[src/sv/lcdns_pkg.sv]
// Shared types, constants and helper functions for the character display
// nibble sequencer. Used by the front end, queue, back end and top level.
// No dependencies.
package lcdns_pkg;

	localparam int MAX_LINE_LENGTH = 40;
	localparam int LEN_W = 6;
	localparam int CNT_W = 7;
	localparam int SETTLE_W = 18;
	localparam int STEP_W = 4;
	localparam int CFG_INDEX_W = 3;
	localparam int CFG_DATA_W = 16;
	localparam int QUEUE_DEPTH = 4;
	localparam int QPTR_W = $clog2(QUEUE_DEPTH);

	localparam logic CMD_INIT = 1'b0;
	localparam logic CMD_CHAR = 1'b1;

	localparam logic RS_COMMAND = 1'b0;
	localparam logic RS_DATA = 1'b1;

	localparam logic [7:0] BYTE_CLEAR = 8'h01;
	localparam logic [7:0] BYTE_HOME = 8'h80;
	localparam logic [7:0] BYTE_SET_ADDR = 8'h80;

	localparam logic [15:0] WAKE_FIRST_US = 16'd5000;
	localparam logic [15:0] WAKE_SECOND_US = 16'd1000;

	localparam logic [STEP_W-1:0] INIT_LAST_STEP = STEP_W'(11);

	// Configuration register indexes.
	localparam logic [CFG_INDEX_W-1:0] REG_LINE_LENGTH = 3'd0;
	localparam logic [CFG_INDEX_W-1:0] REG_SECOND_LINE_ADDRESS = 3'd1;
	localparam logic [CFG_INDEX_W-1:0] REG_STROBE_SETTLE_US = 3'd2;
	localparam logic [CFG_INDEX_W-1:0] REG_BYTE_SETTLE_US = 3'd3;
	localparam logic [CFG_INDEX_W-1:0] REG_CLEAR_SETTLE_US = 3'd4;

	// Bit positions of the pending-byte mask of a message run, lowest first.
	localparam int MB_CLEAR = 0;
	localparam int MB_HOME = 1;
	localparam int MB_LINE2 = 2;
	localparam int MB_CHAR = 3;

	typedef enum logic [2:0] {
		SETTLE_STROBE,
		SETTLE_WAKE_FIRST,
		SETTLE_WAKE_SECOND,
		SETTLE_BYTE,
		SETTLE_CLEAR
	} settle_kind_t;

	typedef struct packed {
		logic       command;
		logic [7:0] char_code;
		logic       first_of_message;
	} in_item_t;

	typedef struct packed {
		logic                reg_select;
		logic [3:0]          nibble;
		logic [SETTLE_W-1:0] settle_us;
		logic                last_of_run;
	} out_item_t;

	typedef struct packed {
		logic [LEN_W-1:0] line_length;
		logic [6:0]       second_line_address;
		logic [9:0]       strobe_settle_us;
		logic [15:0]      byte_settle_us;
		logic [15:0]      clear_settle_us;
	} cfg_t;

	// One queued run of strobes, as classified by the front end.
	typedef struct packed {
		logic       is_init;
		logic       do_clear_home;
		logic       do_line2;
		logic       do_char;
		logic [7:0] char_code;
	} run_t;

	typedef struct packed {
		logic [3:0]   nibble;
		settle_kind_t kind;
	} init_step_t;

	// Fixed wake-up, function set, display on, entry mode and clear sequence.
	function automatic init_step_t init_step(input logic [STEP_W-1:0] step);
		init_step_t r;
		case (step)
			4'd0:    r = '{nibble: 4'h3, kind: SETTLE_WAKE_FIRST};
			4'd1:    r = '{nibble: 4'h3, kind: SETTLE_WAKE_SECOND};
			4'd2:    r = '{nibble: 4'h3, kind: SETTLE_STROBE};
			4'd3:    r = '{nibble: 4'h2, kind: SETTLE_STROBE};
			4'd4:    r = '{nibble: 4'h2, kind: SETTLE_STROBE};
			4'd5:    r = '{nibble: 4'h8, kind: SETTLE_BYTE};
			4'd6:    r = '{nibble: 4'h0, kind: SETTLE_STROBE};
			4'd7:    r = '{nibble: 4'hC, kind: SETTLE_BYTE};
			4'd8:    r = '{nibble: 4'h0, kind: SETTLE_STROBE};
			4'd9:    r = '{nibble: 4'h6, kind: SETTLE_BYTE};
			4'd10:   r = '{nibble: 4'h0, kind: SETTLE_STROBE};
			default: r = '{nibble: 4'h1, kind: SETTLE_CLEAR};
		endcase
		return r;
	endfunction

endpackage

[src/sv/lcdns_front.sv]
// Front end of the nibble sequencer: accepts input items, tracks the cursor
// count and end-of-message flag, and queues one run descriptor per item
// that produces strobes. Depends on lcdns_pkg.
module lcdns_front
	import lcdns_pkg::*;
(
	input  logic     clk,
	input  logic     arst_n,
	input  cfg_t     cfg,
	input  logic     in_valid,
	output logic     in_stall,
	input  in_item_t in_data,
	input  logic     q_full,
	output logic     q_push,
	output run_t     q_data
);

	logic [CNT_W-1:0] chars_written_q;
	logic             message_ended_q;

	logic [LEN_W-1:0] len_eff;
	logic [CNT_W-1:0] cnt_start;
	logic [CNT_W-1:0] cnt_next;
	logic             ended_start;
	logic             ended_next;
	logic             do_line2;
	logic             do_char;
	logic             is_init;
	logic             accept;

	assign in_stall = q_full;
	assign accept = in_valid && !q_full;
	assign is_init = (in_data.command == CMD_INIT);

	always_comb begin
		priority if (cfg.line_length == '0) begin
			len_eff = LEN_W'(1);
		end else if (cfg.line_length > LEN_W'(MAX_LINE_LENGTH)) begin
			len_eff = LEN_W'(MAX_LINE_LENGTH);
		end else begin
			len_eff = cfg.line_length;
		end
	end

	always_comb begin
		cnt_start = in_data.first_of_message ? '0 : chars_written_q;
		ended_start = in_data.first_of_message ? 1'b0 : message_ended_q;
		cnt_next = cnt_start;
		ended_next = ended_start;
		do_line2 = 1'b0;
		do_char = 1'b0;
		if (!ended_start) begin
			if (in_data.char_code == 8'h00) begin
				ended_next = 1'b1;
			end else if (cnt_start < {len_eff, 1'b0}) begin
				do_char = 1'b1;
				do_line2 = (cnt_start == CNT_W'(len_eff));
				cnt_next = cnt_start + CNT_W'(1);
			end
		end
	end

	always_ff @(posedge clk or negedge arst_n) begin
		if (!arst_n) begin
			chars_written_q <= '0;
			message_ended_q <= 1'b0;
		end else if (accept) begin
			if (is_init) begin
				chars_written_q <= '0;
				message_ended_q <= 1'b0;
			end else begin
				chars_written_q <= cnt_next;
				message_ended_q <= ended_next;
			end
		end
	end

	// Items that produce no strobes are absorbed here and never queued.
	assign q_push = accept && (is_init || in_data.first_of_message || do_char);

	always_comb begin
		q_data.is_init = is_init;
		q_data.do_clear_home = !is_init && in_data.first_of_message;
		q_data.do_line2 = !is_init && do_line2;
		q_data.do_char = !is_init && do_char;
		q_data.char_code = in_data.char_code;
	end

endmodule

[src/sv/lcdns_queue.sv]
// Short run-descriptor queue between the front and back ends of the
// nibble sequencer. Depends on lcdns_pkg.
module lcdns_queue
	import lcdns_pkg::*;
(
	input  logic clk,
	input  logic arst_n,
	input  logic push,
	input  run_t push_data,
	output logic full,
	input  logic pop,
	output logic valid,
	output run_t pop_data
);

	run_t              mem [QUEUE_DEPTH];
	logic [QPTR_W-1:0] wr_ptr_q;
	logic [QPTR_W-1:0] rd_ptr_q;
	logic [QPTR_W:0]   count_q;

	assign full = (count_q == (QPTR_W+1)'(QUEUE_DEPTH));
	assign valid = (count_q != '0);
	assign pop_data = mem[rd_ptr_q];

	always_ff @(posedge clk) begin
		if (push) begin
			mem[wr_ptr_q] <= push_data;
		end
	end

	always_ff @(posedge clk or negedge arst_n) begin
		if (!arst_n) begin
			wr_ptr_q <= '0;
			rd_ptr_q <= '0;
			count_q <= '0;
		end else begin
			if (push) begin
				wr_ptr_q <= wr_ptr_q + QPTR_W'(1);
			end
			if (pop) begin
				rd_ptr_q <= rd_ptr_q + QPTR_W'(1);
			end
			unique case ({push, pop})
				2'b10:   count_q <= count_q + (QPTR_W+1)'(1);
				2'b01:   count_q <= count_q - (QPTR_W+1)'(1);
				default: count_q <= count_q;
			endcase
		end
	end

endmodule

[src/sv/lcdns_back.sv]
// Back end of the nibble sequencer: expands one queued run into its strobes,
// one per unstalled cycle, into the output register. Depends on lcdns_pkg.
module lcdns_back
	import lcdns_pkg::*;
(
	input  logic      clk,
	input  logic      arst_n,
	input  cfg_t      cfg,
	input  logic      q_valid,
	input  run_t      q_data,
	output logic      q_pop,
	output logic      out_valid,
	input  logic      out_stall,
	output out_item_t out_data
);

	logic              busy_q;
	logic              is_init_q;
	logic [3:0]        mask_q;
	logic              half_q;
	logic [STEP_W-1:0] step_q;
	logic [7:0]        char_q;
	logic              out_valid_q;
	out_item_t         out_q;

	init_step_t        istep;
	logic [3:0]        sel;
	logic [3:0]        rest;
	logic [7:0]        msg_byte;
	settle_kind_t      kind;
	out_item_t         cur;
	logic              emit;
	logic              finishing;
	logic [SETTLE_W-1:0] s_ext;
	logic [SETTLE_W-1:0] b_ext;
	logic [SETTLE_W-1:0] c_ext;

	assign istep = init_step(step_q);
	assign sel = mask_q & (~mask_q + 4'd1);
	assign rest = mask_q & ~sel;

	always_comb begin
		priority case (1'b1)
			sel[MB_CLEAR]: msg_byte = BYTE_CLEAR;
			sel[MB_HOME]:  msg_byte = BYTE_HOME;
			sel[MB_LINE2]: msg_byte = BYTE_SET_ADDR | {1'b0, cfg.second_line_address};
			default:       msg_byte = char_q;
		endcase
	end

	assign s_ext = SETTLE_W'(cfg.strobe_settle_us);
	assign b_ext = SETTLE_W'(cfg.byte_settle_us);
	assign c_ext = SETTLE_W'(cfg.clear_settle_us);

	always_comb begin
		if (is_init_q) begin
			kind = istep.kind;
			cur.reg_select = RS_COMMAND;
			cur.nibble = istep.nibble;
			cur.last_of_run = (step_q == INIT_LAST_STEP);
		end else begin
			if (!half_q) begin
				kind = SETTLE_STROBE;
			end else if (sel[MB_CLEAR]) begin
				kind = SETTLE_CLEAR;
			end else begin
				kind = SETTLE_BYTE;
			end
			cur.reg_select = sel[MB_CHAR] ? RS_DATA : RS_COMMAND;
			cur.nibble = half_q ? msg_byte[3:0] : msg_byte[7:4];
			cur.last_of_run = half_q && (rest == '0);
		end
		unique case (kind)
			SETTLE_WAKE_FIRST:  cur.settle_us = s_ext + SETTLE_W'(WAKE_FIRST_US);
			SETTLE_WAKE_SECOND: cur.settle_us = s_ext + SETTLE_W'(WAKE_SECOND_US);
			SETTLE_BYTE:        cur.settle_us = s_ext + b_ext;
			SETTLE_CLEAR:       cur.settle_us = s_ext + b_ext + c_ext;
			default:            cur.settle_us = s_ext;
		endcase
	end

	assign emit = busy_q && (!out_valid_q || !out_stall);
	assign finishing = emit && cur.last_of_run;
	// The next run is taken on the cycle the current one sends its last strobe.
	assign q_pop = q_valid && (!busy_q || finishing);

	always_ff @(posedge clk or negedge arst_n) begin
		if (!arst_n) begin
			busy_q <= 1'b0;
			is_init_q <= 1'b0;
			mask_q <= '0;
			half_q <= 1'b0;
			step_q <= '0;
		end else if (q_pop) begin
			busy_q <= 1'b1;
			is_init_q <= q_data.is_init;
			mask_q <= {q_data.do_char, q_data.do_line2,
				q_data.do_clear_home, q_data.do_clear_home};
			half_q <= 1'b0;
			step_q <= '0;
		end else if (finishing) begin
			busy_q <= 1'b0;
		end else if (emit) begin
			if (is_init_q) begin
				step_q <= step_q + STEP_W'(1);
			end else begin
				half_q <= !half_q;
				if (half_q) begin
					mask_q <= rest;
				end
			end
		end
	end

	always_ff @(posedge clk) begin
		if (q_pop) begin
			char_q <= q_data.char_code;
		end
	end

	always_ff @(posedge clk or negedge arst_n) begin
		if (!arst_n) begin
			out_valid_q <= 1'b0;
		end else if (emit) begin
			out_valid_q <= 1'b1;
		end else if (!out_stall) begin
			out_valid_q <= 1'b0;
		end
	end

	always_ff @(posedge clk) begin
		if (emit) begin
			out_q <= cur;
		end
	end

	assign out_valid = out_valid_q;
	assign out_data = out_q;

endmodule

[src/sv/char_lcd_nibble_sequencer.sv]
// Top level of the character display nibble sequencer: configuration
// registers plus the front end, run queue and back end.
// Depends on lcdns_pkg, lcdns_front, lcdns_queue and lcdns_back.
//
// Usage: the input channel (in_valid, in_stall, in_data) takes init requests
// and message characters. The output channel (out_valid, out_stall,
// out_data) delivers one nibble strobe per transaction, each with its
// register select, data nibble, settle time in microseconds and a flag on
// the last strobe of the run caused by one input.
// A run's first strobe passes the queue, the back-end run registers and the
// output register. The back end sends one strobe per cycle unless stalled:
// an init run has 12 strobes, a character run 2 to 6; the strobe count per
// run sets the sustained rate. Inputs with no strobes (a zero byte not
// starting a message, characters after the end or past two lines) are taken
// and queue nothing. A four-entry run queue lets new inputs be taken while
// the back end works. When the receiver stalls, the output register holds
// its strobe, the back end waits, and once the queue fills in_stall rises.
// Write configuration through cfg_we/cfg_index/cfg_data only while idle;
// the block does not enforce this. Reset loads the default register values,
// clears the cursor count and end-of-message flag and empties the queue.
module char_lcd_nibble_sequencer
	import lcdns_pkg::*;
(
	input  logic                   clk,
	input  logic                   arst_n,
	input  logic                   cfg_we,
	input  logic [CFG_INDEX_W-1:0] cfg_index,
	input  logic [CFG_DATA_W-1:0]  cfg_data,
	input  logic                   in_valid,
	output logic                   in_stall,
	input  in_item_t               in_data,
	output logic                   out_valid,
	input  logic                   out_stall,
	output out_item_t              out_data
);

	cfg_t cfg_q;
	logic q_full;
	logic q_push;
	run_t q_push_data;
	logic q_pop;
	logic q_valid;
	run_t q_pop_data;

	always_ff @(posedge clk or negedge arst_n) begin
		if (!arst_n) begin
			cfg_q.line_length <= LEN_W'(16);
			cfg_q.second_line_address <= 7'd64;
			cfg_q.strobe_settle_us <= 10'd100;
			cfg_q.byte_settle_us <= 16'd2000;
			cfg_q.clear_settle_us <= 16'd5000;
		end else if (cfg_we) begin
			case (cfg_index)
				REG_LINE_LENGTH:         cfg_q.line_length <= cfg_data[LEN_W-1:0];
				REG_SECOND_LINE_ADDRESS: cfg_q.second_line_address <= cfg_data[6:0];
				REG_STROBE_SETTLE_US:    cfg_q.strobe_settle_us <= cfg_data[9:0];
				REG_BYTE_SETTLE_US:      cfg_q.byte_settle_us <= cfg_data;
				REG_CLEAR_SETTLE_US:     cfg_q.clear_settle_us <= cfg_data;
				default: ;
			endcase
		end
	end

	lcdns_front u_front (
		.clk      (clk),
		.arst_n   (arst_n),
		.cfg      (cfg_q),
		.in_valid (in_valid),
		.in_stall (in_stall),
		.in_data  (in_data),
		.q_full   (q_full),
		.q_push   (q_push),
		.q_data   (q_push_data)
	);

	lcdns_queue u_queue (
		.clk       (clk),
		.arst_n    (arst_n),
		.push      (q_push),
		.push_data (q_push_data),
		.full      (q_full),
		.pop       (q_pop),
		.valid     (q_valid),
		.pop_data  (q_pop_data)
	);

	lcdns_back u_back (
		.clk       (clk),
		.arst_n    (arst_n),
		.cfg       (cfg_q),
		.q_valid   (q_valid),
		.q_data    (q_pop_data),
		.q_pop     (q_pop),
		.out_valid (out_valid),
		.out_stall (out_stall),
		.out_data  (out_data)
	);

endmodule

[config.mk]
export PLATFORM = sky130hd
export DESIGN_NAME = char_lcd_nibble_sequencer
export DESIGN_NICKNAME = d
export VERILOG_FILES = /design/src/sv/lcdns_pkg.sv /design/src/sv/lcdns_front.sv /design/src/sv/lcdns_queue.sv /design/src/sv/lcdns_back.sv /design/src/sv/char_lcd_nibble_sequencer.sv
export SDC_FILE = /design/constraint.sdc
export NUM_CORES = 1
export LEC_CHECK = 0
export BUFFER_PORTS_ARGS = -buffer_cell sky130_fd_sc_hd__buf_2
export CAP_MARGIN = 5
export CORE_MARGIN = 5
export CORE_UTILIZATION = 63
export CTS_BUF_LIST = sky130_fd_sc_hd__clkbuf_2 sky130_fd_sc_hd__clkbuf_4 sky130_fd_sc_hd__clkbuf_8
export CTS_CLUSTER_SIZE = 10
export DETAILED_ROUTE_END_ITERATION = 16
export PLACE_DENSITY = 0.83
export SLEW_MARGIN = 20
export SYNTH_ARGS = -nofsm -noshare
export SYNTH_HDL_FRONTEND = slang
export SYNTH_SLANG_ARGS = --single-unit
[constraint.sdc]
create_clock -name clk -period 4.5 [get_ports clk]
set_input_delay 0.675 -clock clk [delete_from_list [all_inputs] [get_ports clk]]
set_output_delay 0.675 -clock clk [all_outputs]
set_load 0.005 [all_outputs]
==> results of run 1 <==
## per-layer routing
metal	share of wire (%)	wire [um]
met1	40	7230
met3	5.4	976
met2	52	9540
met5	0	0
met4	2.4	438
## worst max-delay path, stage by stage (launching register included)
cell	delay, ps
dfrtp_1	400
ha_1	230
fa_1	420
a211o_1	340
a21oi_1	250
o21ai_1	210
nand3_1	140
xnor2_1	160
ha_1	330
o21a_1	220
a221o_1	340
a21oi_1	180
nor2b_1	80
a311oi_2	310
nor2b_1	80
o211a_1	220
## metrics by stage
stage / util (%) / hold WS [ps] / cell area (um^2)
after floorplan: - / 379 / 8740
after global placement: 66.9 / 461 / 9190
after detailed placement: 66.9 / 489 / 9190
after CTS: 69.8 / 300 / 9570
after global routing: 69.8 / 326 / 9570
final: 69.8 / 288 / 9570
## area by class of cell
cell class                      count  area share, %
Tap cell                          180           2.35
Inverter                           24          0.941
Multi-Input combinational cell    515           42.3
Sequential cell                   162           46.8
Clock buffer                       18           2.52
Timing Repair Buffer               66           3.66
Clock inverter                     14           1.50
## state kept, by name, summed over array words and instances (netlist names)
signal and cells:
cfg_q 55, u_back.busy_q 1, u_back.char_q 8, u_back.half_q 1
u_back.is_init_q 1, u_back.mask_q 4, u_back.out_data 24, u_back.out_valid 1
u_back.step_q 4, u_front.chars_written_q 7, u_front.message_ended_q 1, u_queue.count_q 3
u_queue.mem 48, u_queue.rd_ptr_q 2, u_queue.wr_ptr_q 2
## placed cells by master (no fill, tap or decap), types with 5 or more instances in the layout
cell	synthesis	final
and3_1	10	10
nand4_1	6	6
xor2_1	10	10
clkbuf_8	0	17
nor2b_1	17	17
dfstp_2	16	16
buf_2	4	58
inv_1	23	23
nor2_1	42	42
xnor2_1	29	29
o21ai_0	29	28
inv_6	0	5
edfxtp_1	80	80
buf_4	1	8
mux4_2	12	12
a221o_1	7	7
nand2_1	57	57
and2_1	9	9
or3_1	6	6
mux2_2	54	54
dfrtp_1	66	66
nand2b_1	10	10
mux2i_1	8	8
a21oi_1	43	43
a22o_1	6	6
nand3_1	12	12
nor3_1	8	8
a21o_1	7	7
ha_1	44	44
o21a_1	7	7
## cells in the mapped netlist, types with 3 or more instances
cell type	count
a211o_1	4
a211oi_1	3
a21o_1	7
a21oi_1	43
a21oi_2	3
a221o_1	7
a22o_1	6
a31oi_1	4
and2_1	9
and3_1	10
buf_2	4
buf_6	3
clkbuf_1	18
dfrtp_1	66
dfstp_2	16
edfxtp_1	80
fa_1	3
ha_1	44
inv_1	23
mux2_2	54
mux2i_1	8
mux4_2	12
nand2_1	57
nand2b_1	10
nand3_1	12
nand4_1	6
nor2_1	42
nor2b_1	17
nor3_1	8
o211ai_1	4
o21a_1	7
o21ai_0	29
o21ai_1	3
o221ai_1	4
o22ai_1	4
or3_1	6
xnor2_1	29
xor2_1	10
## final timing paths
| path | from | end | slack [ps] | cells past startpoint |
|---|---|---|---|---|
| worst max-delay path | cfg_q[16]$_DFFE_PN0P_ | u_back.out_data[18]$_DFFE_PP_ | 330 | 15 |
| worst min-delay path | arst_n | cfg_q[31]$_DFFE_PN0P_ | 290 | 1 |
| worst max register to register | cfg_q[16]$_DFFE_PN0P_ | u_back.out_data[18]$_DFFE_PP_ | 330 | 15 |
| worst min register to register | u_queue.count_q[0]$_DFFE_PN0P_ | u_queue.count_q[0]$_DFFE_PN0P_ | 510 | 1 |
| max in group asynchronous | arst_n | cfg_q[38]$_DFFE_PN1P_ | 3330 | 2 |
| min in group clk | in_data[3] | u_queue.mem[1][2]$_DFFE_PP_ | 450 | 1 |
## power by group
part	internal, mW	switching [mW]	total [mW]
sequential	2.07	0.344	2.42
clock	0.463	0.563	1.03
combinational	1.27	1.55	2.81
## kinds of logic after synthesis
family                     count (synthesis)  share of synthesized area (%)
DFF                                      162                           51.2
buffers and inverters                     51                           2.55
AOI/OAI and AO/OA                        156                           12.5
adders and majority gates                 48                           7.11
and+or+nand+nor                          195                           11.3
muxes                                     77                           11.4
xor gates and xnor gates                  39                           3.91
==> flow_summary.toml, run 1 <==
[global_route]
grt_pass1_wl_um = 31000
grt_overflow_total = 0
top_usage_layer = "met2"
grt_util_met1_pct = 29.5
grt.total_usage_pct = 23.9
grt_util_met2_pct = 41.7
grt_max_degree = 61
antenna_found_initial = 0
grt_util_met3_pct = 4.67
grt_pass1_vias = 6217

[detailed_routing]
ant_nets = 0
drt-total-wl_um = 18200
drt_iter0_drc = 530
first_pass_iters = 7
routedWlPerCell_um = 18.6
vias = 6004
drcViolationCount = 0
vias_per_cell = 6.13

[pwr]
p_per_area_nw_per_um2 = 654
leakage_nw = 3.93
ir_drop_v = 0.000376
totalPowerFinal_mw = 6.25

[clock_network]
cts-root-buf = "clkbuf_8"
insertion_delay_ps = 450
clock-sinks = 162
cts_resized = 0
cts_tree = "yes"
cts_made_buffers = 17
path_clk_slew_ps = 90
cts_hold_buf = 0
htree_levels = 4
clockBufferDepth = 2
postCtsSetupRepairBufs = 0

[yosys]
netlist.area_leader.share_pct = 27.5
syn-cell-area_um2 = 8740
yosysSeqAreaShare_pct = 51.2
synthCells = 728
async_flop_share_pct = 50.6
synth.distinct_cells = 79
ys_warn_count = 0
avgSynthCellArea_um2 = 12.0
synth_largest_area_cell = "edfxtp_1"
synth-edff-count = 80
synth_flop_cell = "edfxtp_1"
yosys-top-cells-area = "edfxtp_1 (27%), dfrtp_1 (19%), mux2_2 (7.0%), ha_1 (6.3%), dfstp_2 (4.8%)"
ys_ff_latch = 162
syn_nets = 809

[worst_setup_path]
required_ps = 4700
startpoint_type = "flip-flop"
crit_fanout = 5
path_class = "flip-flop to flip-flop"
endpoint_kind = "flip-flop"
cp_data_arrival_time_ps = 4370

[floorplan]
die_h_um = 128
start_util_pct = 63.7
num_rows = 43
dieArea_um2 = 16300
die_w_um = 128
ios = 60
core_um2 = 13700

[placement]
place_congestion = 0.977
placed_cells = 947
dp_slack_ps = 260
dpl.hpwl_um = 13500
placement.io_buffers = 59

[timing]
timing.final.crit_share_pct = 92.7
fin_skew_ps = 10.1
fin_ws_ps = 331
tns_ps = 0
setup_viol = 0
max_slew_margin_pct = 35.7
max_freq_mhz = 240
finalMaxSlewViolations = 0
min_period_ps = 4170
hold_viol_final = 0
worst-slew-pin-transition_ps = 960
grt_setup_unrepaired = "false"

[finish]
multi_input_area_um2 = 4050
antenna_cells = 0
area_growth_pct = 9.47
drive_gt1_share_pct = 25.2
finalNonFillerCells = 979
fin_nets = 867
fillCellCount = 981
regArea_um2 = 4470

[worst_hold_path]
hold_class = "input port to asynchronous set/reset pin"

[job]
maxCapViolations = 0

[outcome]
status = "completed"
Power figures use the tool's default switching activity.
==> run 2: changes to the inputs <==
--- a/config.mk
+++ b/config.mk
@@ -8,11 +8,10 @@
 export BUFFER_PORTS_ARGS = -buffer_cell sky130_fd_sc_hd__buf_2
 export CAP_MARGIN = 5
 export CORE_MARGIN = 5
-export CORE_UTILIZATION = 63
+export CORE_UTILIZATION = 25
 export CTS_BUF_LIST = sky130_fd_sc_hd__clkbuf_2 sky130_fd_sc_hd__clkbuf_4 sky130_fd_sc_hd__clkbuf_8
 export CTS_CLUSTER_SIZE = 10
 export DETAILED_ROUTE_END_ITERATION = 16
-export PLACE_DENSITY = 0.83
 export SLEW_MARGIN = 20
 export SYNTH_ARGS = -nofsm -noshare
 export SYNTH_HDL_FRONTEND = slang
==> run 2 against run 1 <==
  * Worst setup slack got worse by 53 ps
  * Worst hold slack better by 18 ps
  * Sequential power hardly changed
  * Sequential share of layout area fell by 2.0 points
  * Largest power group unchanged
==> flow_summary.toml, run 2 (synthesis gave the netlist of run 1 again) <==
[outcome]
status = "completed"

[finish]
final_cell_mix = "edfxtp_1 (80), dfrtp_1 (66), buf_2 (58), nand2_1 (57), mux2_2 (54)"
largest-register = "cfg_q"
final_cell_area_um2 = 9990
fin_nets = 869
largest_reg_flops = 55
drive_gt1_share_pct = 25.3
antenna_cells = 0
postLayoutCoreUtil_pct = 28.9
final_common_cell = "edfxtp_1"
area_growth_pct = 14.3

[timing]
max_slew_margin_pct = 26.5
worst-slew-pin-transition_ps = 1100
tns_ps = 0
fin_skew_ps = 16.0
setup_viol = 0
timing.final.crit_share_pct = 93.8
hold_viol_final = 0
max_freq_mhz = 237
grt_setup_unrepaired = "false"
min_period_ps = 4220
finalMaxSlewViolations = 0
timing.hold.ws_ps = 306

[clock_network]
cts_tree = "yes"
cts-root-buf = "clkbuf_8"
clockBufferDepth = 2
clock-sinks = 162
cts_made_buffers = 17
cts_hold_buf = 0
postCtsSetupRepairBufs = 0
insertion_delay_ps = 470
path_clk_slew_ps = 90
cts_resized = 0
htree_levels = 4

[detailed_routing]
drt-total-wl_um = 19800
vias_per_cell = 4.66
vias = 5849
routedWlPerCell_um = 15.8
drt_iter0_drc = 352
first_pass_iters = 4
drcViolationCount = 0
ant_nets = 0

[pwr]
ir_drop_v = 0.000339
leakage_nw = 3.96
p_per_area_nw_per_um2 = 645
totalPowerFinal_mw = 6.45

[floorplan]
num_rows = 68
start_util_pct = 25.3
core_um2 = 34500
ios = 60
die_w_um = 197
dieArea_um2 = 38800
die_h_um = 197

[global_route]
grt.total_usage_pct = 10.5
antenna_found_initial = 0
grt_overflow_total = 0
grt_pass1_vias = 5860
grt_max_degree = 63
grt_pass1_wl_um = 32500

[worst_setup_path]
endpoint_kind = "flip-flop"
cp_data_arrival_time_ps = 4440
startpoint_type = "flip-flop"
required_ps = 4720
crit_fanout = 5
path_class = "flip-flop to flip-flop"

[placement]
placed_area_um2 = 9540
place_congestion = 0.818
dpl.hpwl_um = 14600
placement.io_buffers = 59

[worst_hold_path]
hold_class = "input port to asynchronous set/reset pin"

[job]
maxCapViolations = 0
[run 2: changes by cell type in the layout (fill, tap and decap cells not counted), moves of 2 or more]
cell / previous run / this run
inv_8: 3 / 0
clkbuf_4: 1 / 3
buf_4: 8 / 10
bufinv_16: 1 / 4
clkinv_4: 3 / 1
clkinvlp_4: 0 / 3
inv_6: 5 / 3
[run 2: routing by layer]
metal / wire [um] / track usage (%)
met4: 130 / 2.16
met2: 9710 / 17.2
met1: 9240 / 14.4
met5: 0 / 0
met3: 755 / 2.34
[run 2: where the power goes]
| group | internal (mW) | switching [mW] |
|---|---|---|
| clock network | 0.644 | 0.558 |
| registers | 2.08 | 0.360 |
| logic | 1.27 | 1.54 |
| total | 3.99 | 2.46 |
[run 2: worst paths after layout]
| check | start | endpoint | slack [ps] | cells past startpoint |
|---|---|---|---|---|
| min in group clk | in_data[2] | u_queue.mem[2][1]$_DFFE_PP_ | 440 | 1 |
| max in group asynchronous | arst_n | cfg_q[22]$_DFFE_PN1P_ | 3280 | 2 |
| setup / recovery | cfg_q[32]$_DFFE_PN0P_ | u_back.out_data[18]$_DFFE_PP_ | 280 | 15 |
| hold reg to reg | u_front.message_ended_q$_DFFE_PN0P_ | u_front.message_ended_q$_DFFE_PN0P_ | 490 | 2 |
| hold / removal | arst_n | u_queue.rd_ptr_q[0]$_DFFE_PN0P_ | 310 | 1 |
| setup reg to reg | cfg_q[32]$_DFFE_PN0P_ | u_back.out_data[18]$_DFFE_PP_ | 280 | 15 |
[run 2: through the flow]
stage	setup WS, ps	instances
after detailed placement	312	1224
final	278	1256
after CTS	284	1256
after global placement	362	1224
after floorplan	742	728
after global routing	47.6	1256
[run 2: final cells by class]
| cell class | instances | area (um^2) |
|---|---|---|
| Inverter | 24 | 90.1 |
| Tap cell | 455 | 569 |
| Multi-Input combinational cell | 515 | 4050 |
| Fill cell | 3628 | 24600 |
| Sequential cell | 162 | 4470 |
| Clock buffer | 21 | 270 |
| Timing Repair Buffer | 68 | 365 |
| Clock inverter | 11 | 178 |
[run 2: critical path: stages (launching register included)]
cell and delay, ps:
dfrtp_1 410, ha_1 220, fa_1 430, a211o_1 330, a21oi_1 280, o21ai_0 290, nand3_1 180, xnor2_1 160
ha_1 320, o21a_1 220, a221o_1 340, a21oi_1 150, nor2b_1 70, a311oi_2 290, nor2b_1 80, o211a_1 210
==> run 3: changes to the inputs <==
--- a/config.mk
+++ b/config.mk
@@ -12,6 +12,7 @@
 export CTS_BUF_LIST = sky130_fd_sc_hd__clkbuf_2 sky130_fd_sc_hd__clkbuf_4 sky130_fd_sc_hd__clkbuf_8
 export CTS_CLUSTER_SIZE = 10
 export DETAILED_ROUTE_END_ITERATION = 16
+export RECOVER_POWER = 100
 export SLEW_MARGIN = 20
 export SYNTH_ARGS = -nofsm -noshare
 export SYNTH_HDL_FRONTEND = slang
==> run 3 against run 2 <==
  * The run now ends with capacitance limit, slew limit left
  * Worst hold slack improved by 150 ps
  * Core utilization decreased by 0.28 points
  * First-iteration DRC count down 1.7%
  * Critical path depth did not move
  * Largest power group unchanged
==> flow_summary.toml, run 3 (synthesis gave the netlist of run 1 again) <==
[detailed_routing]
drt-total-wl_um = 19900
drt_iter0_drc = 346
vias = 5870
drcViolationCount = 0
ant_nets = 0
routedWlPerCell_um = 15.8
first_pass_iters = 5
vias_per_cell = 4.67

[timing]
finalMaxSlewViolations = 63
min_period_ps = 4230
setup_viol = 0
grt_setup_unrepaired = "false"
fin_ws_ps = 274
fin_skew_ps = 15.8
hold_viol_final = 0
worst-slew-pin-transition_ps = 3660
tns_ps = 0
timing.final.crit_share_pct = 93.9
max_slew_margin_pct = -144
max_freq_mhz = 237

[clock_network]
insertion_delay_ps = 470
cts_hold_buf = 0
cts-root-buf = "clkbuf_8"
path_clk_slew_ps = 90
clockBufferDepth = 2
htree_levels = 4
cts_tree = "yes"
cts_resized = 0
postCtsSetupRepairBufs = 0
clock-sinks = 162
cts_made_buffers = 17

[worst_setup_path]
path_class = "flip-flop to flip-flop"
startpoint_type = "flip-flop"
cp_data_arrival_time_ps = 4450
endpoint_kind = "flip-flop"
crit_fanout = 5
required_ps = 4720

[global_route]
grt_pass1_wl_um = 32500
grt_max_degree = 63
grt_pass1_vias = 5860
antenna_found_initial = 0
grt.total_usage_pct = 10.5
grt_overflow_total = 0

[floorplan]
start_util_pct = 25.3
dieArea_um2 = 38800
die_h_um = 197
core_um2 = 34500
ios = 60
die_w_um = 197
num_rows = 68

[job]
maxCapViolations = 1

[finish]
largest_reg_flops = 55
largest-register = "cfg_q"
area_growth_pct = 13.2
drive_gt1_share_pct = 20.2
fin_nets = 869
final_common_cell = "edfxtp_1"
fillCellCount = 3640
final_cell_mix = "edfxtp_1 (80), dfrtp_1 (66), nand2_1 (57), mux2_2 (54), a21oi_1 (46)"
postLayoutCoreUtil_pct = 28.6
antenna_cells = 0

[pwr]
power_frac_comb_pct = 43.1
leakage_nw = 3.85
power_frac_seq_pct = 38.1
clkPwrFrac_pct = 18.8
internal-power_mw = 3.95
p_switching_mw = 2.44
ir_drop_v = 0.000337
swShare_pct = 38.2
p_per_area_nw_per_um2 = 646

[placement]
dp_slack_ps = 312
placement.io_buffers = 59
place_congestion = 0.818
dpl.hpwl_um = 14600

[outcome]
status = "finished, violations left"
violations = "capacitance limit, slew limit"

[worst_hold_path]
hold_class = "input port to flip-flop"
run 3: changes by cell type in the layout (fill, tap and decap cells not counted), moves of 3 or more:
cell | previous run | this run
a21oi_1 | 43 | 46
a21oi_2 | 3 | 0
and2_0 | 0 | 7
and2_1 | 9 | 2
buf_2 | 58 | 30
buf_4 | 10 | 5
clkbuf_1 | 0 | 32
o21ai_0 | 29 | 32
o21ai_1 | 3 | 0
run 3: worst paths after layout:
kind	start	end	slack [ps]	cells past startpoint
max in group asynchronous	arst_n	cfg_q[39]$_DFFE_PN0P_	970	2
min	cfg_data[14]	cfg_q[30]$_DFFE_PN0P_	460	2
max	cfg_q[32]$_DFFE_PN0P_	u_back.out_data[18]$_DFFE_PP_	270	15
min reg2reg	u_front.message_ended_q$_DFFE_PN0P_	u_front.message_ended_q$_DFFE_PN0P_	490	2
max reg2reg	cfg_q[32]$_DFFE_PN0P_	u_back.out_data[18]$_DFFE_PP_	270	15
min in group asynchronous	arst_n	u_queue.rd_ptr_q[0]$_DFFE_PN0P_	1460	1
run 3: routing by layer:
| layer | part of all wire, % | track usage [%] |
|---|---|---|
| met5 | 0 | 0 |
| met4 | 0.79 | 2.16 |
| met3 | 3.8 | 2.34 |
| met2 | 49 | 17.2 |
| met1 | 47 | 14.4 |
run 3: cell type report:
type / count / area [um^2] / share of cell area (%)
clock buffers: 21 / 270 / 2.73
inverters: 24 / 90.1 / 0.910
flip-flops and latches: 162 / 4470 / 45.2
multi-input cells: 515 / 4000 / 40.4
clock inverters: 11 / 178 / 1.80
well taps: 455 / 569 / 5.75
repair buffers: 68 / 313 / 3.16
run 3: worst max-delay path, cell delays in order, from the launching register on:
cell	delay, ps
dfrtp_1	410
ha_1	220
fa_1	430
a211o_1	330
a21oi_1	280
o21ai_0	290
nand3_1	170
xnor2_1	160
ha_1	330
o21a_1	220
a221o_1	340
a21oi_1	150
nor2b_1	70
a311oi_2	290
nor2b_1	80
o211a_1	210
run 3: power groups by stage:
stage | clock (mW) | sequential, mW | combinational, mW
2_1_floorplan | 0 | 2.28 | 2.22
3_3_place_gp | 0 | 2.46 | 2.75
3_5_place_dp | 0 | 2.47 | 2.79
4_1_cts | 1.24 | 2.45 | 2.81
5_1_grt | 1.31 | 2.50 | 3.08
6_report | 1.20 | 2.43 | 2.75
run 3: per-stage QoR:
| stage | instances | power (mW) | instance area (um^2) | hold slack, ps |
|---|---|---|---|---|
| CTS | 1256 | 6.50 | 9990 | 339 |
| detailed placement | 1224 | 5.27 | 9540 | 464 |
| finish | 1256 | 6.39 | 9900 | 461 |
| floorplan | 728 | 4.50 | 8740 | 379 |
| global route | 1256 | 6.88 | 9900 | 430 |
| global placement | 1224 | 5.22 | 9540 | 459 |
